`src/sv/rim_pkg.sv`:
```
package rim_pkg;

  localparam int SQRT_STAGES = 32;
  localparam int DIV_STEPS   = 32;
  localparam int DIV_STAGES  = DIV_STEPS + 2;
  localparam int MID_STAGES  = 7;
  localparam int PIPE_DEPTH  = 2 + SQRT_STAGES + MID_STAGES + DIV_STAGES;

  typedef enum logic [1:0] {
    CFG_INNER_RADIUS = 2'd0,
    CFG_COEF_A       = 2'd1,
    CFG_COEF_B       = 2'd2
  } cfg_index_t;

  typedef struct packed {
    logic signed [31:0] x;
    logic signed [31:0] y;
    logic signed [31:0] z;
  } point_t;

  function automatic logic [31:0] mag32(logic [31:0] v);
    return v[31] ? (~v + 32'd1) : v;
  endfunction

endpackage

```
`src/sv/rim_sqrt.sv`:
```
module rim_sqrt (
  input  logic        clk,
  input  logic        en,
  input  logic [63:0] radicand,
  output logic [31:0] root
);

  logic [33:0] rem  [rim_pkg::SQRT_STAGES];
  logic [31:0] q    [rim_pkg::SQRT_STAGES];
  logic [63:0] rest [rim_pkg::SQRT_STAGES-1];

  for (genvar k = 0; k < rim_pkg::SQRT_STAGES; k++) begin : g_step
    logic [33:0] rem_i;
    logic [33:0] r2;
    logic [33:0] trial;
    logic [31:0] q_i;
    logic [63:0] rest_i;
    logic        ge;

    if (k == 0) begin : g_first
      assign rem_i  = '0;
      assign q_i    = '0;
      assign rest_i = radicand;
    end else begin : g_next
      assign rem_i  = rem[k-1];
      assign q_i    = q[k-1];
      assign rest_i = rest[k-1];
    end

    assign r2    = {rem_i[31:0], rest_i[63:62]};
    assign trial = {q_i, 2'b01};
    assign ge    = (r2 >= trial);

    always_ff @(posedge clk) begin
      if (en) begin
        rem[k] <= ge ? (r2 - trial) : r2;
        q[k]   <= {q_i[30:0], ge};
      end
    end

    if (k < rim_pkg::SQRT_STAGES - 1) begin : g_rest
      always_ff @(posedge clk) begin
        if (en) begin
          rest[k] <= {rest_i[61:0], 2'b00};
        end
      end
    end
  end

  assign root = q[rim_pkg::SQRT_STAGES-1];

endmodule

```
`config.mk`:
```
export PLATFORM = sky130hd
export DESIGN_NAME = rim_sqrt
export DESIGN_NICKNAME = d
export VERILOG_FILES = /design/src/sv/rim_pkg.sv /design/src/sv/rim_sqrt.sv
export SDC_FILE = /design/constraint.sdc
export NUM_CORES = 2
export LEC_CHECK = 0
export BUFFER_PORTS_ARGS = -buffer_cell sky130_fd_sc_hd__buf_2
export CAP_MARGIN = 20
export CORE_MARGIN = 2
export CORE_UTILIZATION = 60
export DETAILED_ROUTE_END_ITERATION = 7
export PLACE_DENSITY = 0.85
export SETUP_SLACK_MARGIN = 0.15
export SYNTH_ARGS = -nofsm -noshare
export SYNTH_HDL_FRONTEND = slang
export SYNTH_SLANG_ARGS = --single-unit
```
`constraint.sdc`:
```
create_clock -name clk -period 4.75 [get_ports clk]
set_input_delay 0.475 -clock clk [delete_from_list [all_inputs] [get_ports clk]]
set_output_delay 0.475 -clock clk [all_outputs]
set_load 0.02 [all_outputs]
```
==> out/metrics.cfg <==
[run_status]
status = finished clean

[floorplan]
die_x_um = 442
pin_count = 98
fp-row-count = 160
die-area_um2 = 195000
initial_core_util_pct = 60.4
chipHeight_um = 442
core_um2 = 190000

[synth]
synth_top_area_share_pct = 64.3
yosysWarnings = 0
syn_nets = 9606
async_flop_share_pct = 0
yosysTopAreaCell = edfxtp_1
ys.flop_type = edfxtp_1
synth_area_leaders = edfxtp_1 64%, ha_1 6.1%, xor2_1 3.1%
yosysMostFrequentCell = edfxtp_1
post_synth.cell_area_avg_um2 = 12.8
synth_edf_count = 2465
synth_area_um2 = 115000
yosys-top-cells-count = 2,465 x edfxtp_1, 712 x inv_1, 672 x nand2_1, 561 x ha_1, 530 x a21oi_1
synth_cell_types = 88
ys_ff_latch = 2465
netlist_instances = 8979
ys_seq_area_share_pct = 64.3

[finish]
register_area_um2 = 74000
final_nets = 9902
final_area_um2 = 128000
multi_input_area_um2 = 37700
n_fill_cell = 13100
n_antenna_cell = 0
post-route-util_pct = 67.0
drive_above_1_share_pct = 7.19
area_delta_synth_final_pct = 10.8
fin_cells = 12000

[routing]
wl_per_cell_um = 19.9
drc = 0
drt_iter0_markers = 6496
vias = 70900
viasPerCell = 5.91
drtPass1Iterations = 6
drt-total-wl_um = 239000
ant_nets = 0

[place]
gp_congestion = 0.920
pre_cts_slack_ns = 0.755
port_buffers = 97
dpl_cell_area_um2 = 119000
placed_cells = 11500
place_hpwl_um = 167000

[clock_network]
root_buffer = clkbuf_16
path_clk_slew_ns = 0.06
cts.sinks = 2465
cts_resized = 0
cts_buffers = 240
cts_buffer_depth = 3
clk-insertion-delay-late_ns = 0.87
ctsHtreeMaxLevel = 4
cts_tree = built

[grt]
antenna_found_initial = 1
first_global_vias = 70600
grt_max_degree = 176
grt_use_total_pct = 24.1
overflow = 0
grt_pass1_wl_um = 377000

[worst_setup_path]
crit_path_start_kind = flop
cp_max_fo = 15
critical_path_class = reg -> reg
worstSetupEndpointType = flop
cp.required_ns = 5.35
cp.arrival_ns = 4.66

[sta]
slew_headroom_pct = 29.9
tightest_slew_ns = 1.04
fin_crit_ns = 4.06
rsz0062_at_grt = no
whs_ns = 0.129
maxSlewViolCount = 0
fin_skew_ns = 0.0374
setup_viol = 0
post-route-period-util_pct = 85.5
setup_slack_ns = 0.688
hold_viol = 0
tns_ns = 0
clock.fmax_ghz = 0.246

[pwr]
p_per_area_nw_per_um2 = 490
irDropWorstVdd_mv = 0.403
total_power_mw = 62.5
p_leak_nw = 48.9

[min_path]
hold_path_class = in -> reg

[flow_run]
cap_violations = 0

[layout by cell type (no fill, tap or decap), drive strengths merged, types with 60 or more instances in the layout]
| master | synthesis | layout |
|---|---|---|
| edfxtp | 2465 | 2465 |
| inv | 715 | 731 |
| nand2 | 672 | 672 |
| ha | 561 | 561 |
| a21oi | 530 | 530 |
| o21ai | 516 | 516 |
| nor2 | 512 | 512 |
| xor2 | 412 | 412 |
| xnor2 | 374 | 374 |
| clkbuf | 167 | 289 |
| a21o | 233 | 233 |
| nor3 | 232 | 232 |
| buf | 28 | 184 |
| nand3 | 148 | 148 |
| nand4 | 108 | 108 |
| o21a | 108 | 108 |
| nor4 | 107 | 107 |
| nand2b | 102 | 102 |
| clkinv | 0 | 99 |
| nor2b | 87 | 87 |
| or3 | 82 | 82 |
| o31ai | 70 | 70 |
| dlygate4sd3 | 0 | 65 |
| or4 | 64 | 64 |
| a31oi | 60 | 60 |
[path summary, 6_finish.rpt]
| check | start | slack, ns | cells after the start | endpoint |
|---|---|---|---|---|
| setup / recovery | rem[3][22]$_DFFE_PP_ | 0.69 | 9 | rem[4][27]$_DFFE_PP_ |
| hold / removal | en | 0.13 | 1 | rest[0][27]$_DFFE_PP_ |
| setup reg to reg | rem[3][22]$_DFFE_PP_ | 0.69 | 9 | rem[4][27]$_DFFE_PP_ |
| hold reg to reg | rest[19][38]$_DFFE_PP_ | 0.40 | 0 | rest[20][40]$_DFFE_PP_ |
[layout make-up]
class	count	share of cell area [%]
clock inverter	156	1.34
timing repair buffer	249	1.61
multi-input combinational	5604	29.5
sequential	2465	58.0
inverter	715	2.10
clock buffer	289	4.90
tap	2511	2.46
[cell families after synthesis]
| group | share of synthesized area, % |
|---|---|
| xor gates and xnor gates | 5.98 |
| AOI/OAI and AO/OA | 10.0 |
| adders and majority gates | 6.10 |
| DFF | 64.3 |
| muxes | 0.636 |
| buffers and inverters | 2.99 |
| and+or+nand+nor | 9.94 |
| other | 0.00326 |
[report_power, final]
group	switching [mW]	internal, mW
Sequential	1.96	27.7
Combinational	8.15	5.64
Clock	8.18	10.9
[state kept, by name, indices dropped and copies added, names as in the netlist]
register  flops
rest        992
q           528
rem         945
[timing repair]
item | 4_1_cts | 5_1_grt
buffers inserted | 0 | 0
endpoints found under the hold margin | 65 | 0
hold buffers | 65 | 0
[per-layer routing]
layer	global-route usage [%]	routed length, um	vias to the layer above
met3	3.09	11700	536
met4	8.62	8220	0
met1	30.4	96300	34400
li1	-	-	33800
met2	42.8	123000	2189
met5	0	0	-
[worst max-delay path, cell delays in order (launching register included)]
cell and delay [ns]:
edfxtp_1 0.43, or4_1 0.62, or4_4 0.47, nor4_1 0.52, nand4_1 0.23, or3b_1 0.65
nand4_1 0.35, or2_1 0.27, nor3_1 0.10, xor2_1 0.16
Note: power is estimated with default switching activity, not from simulation.
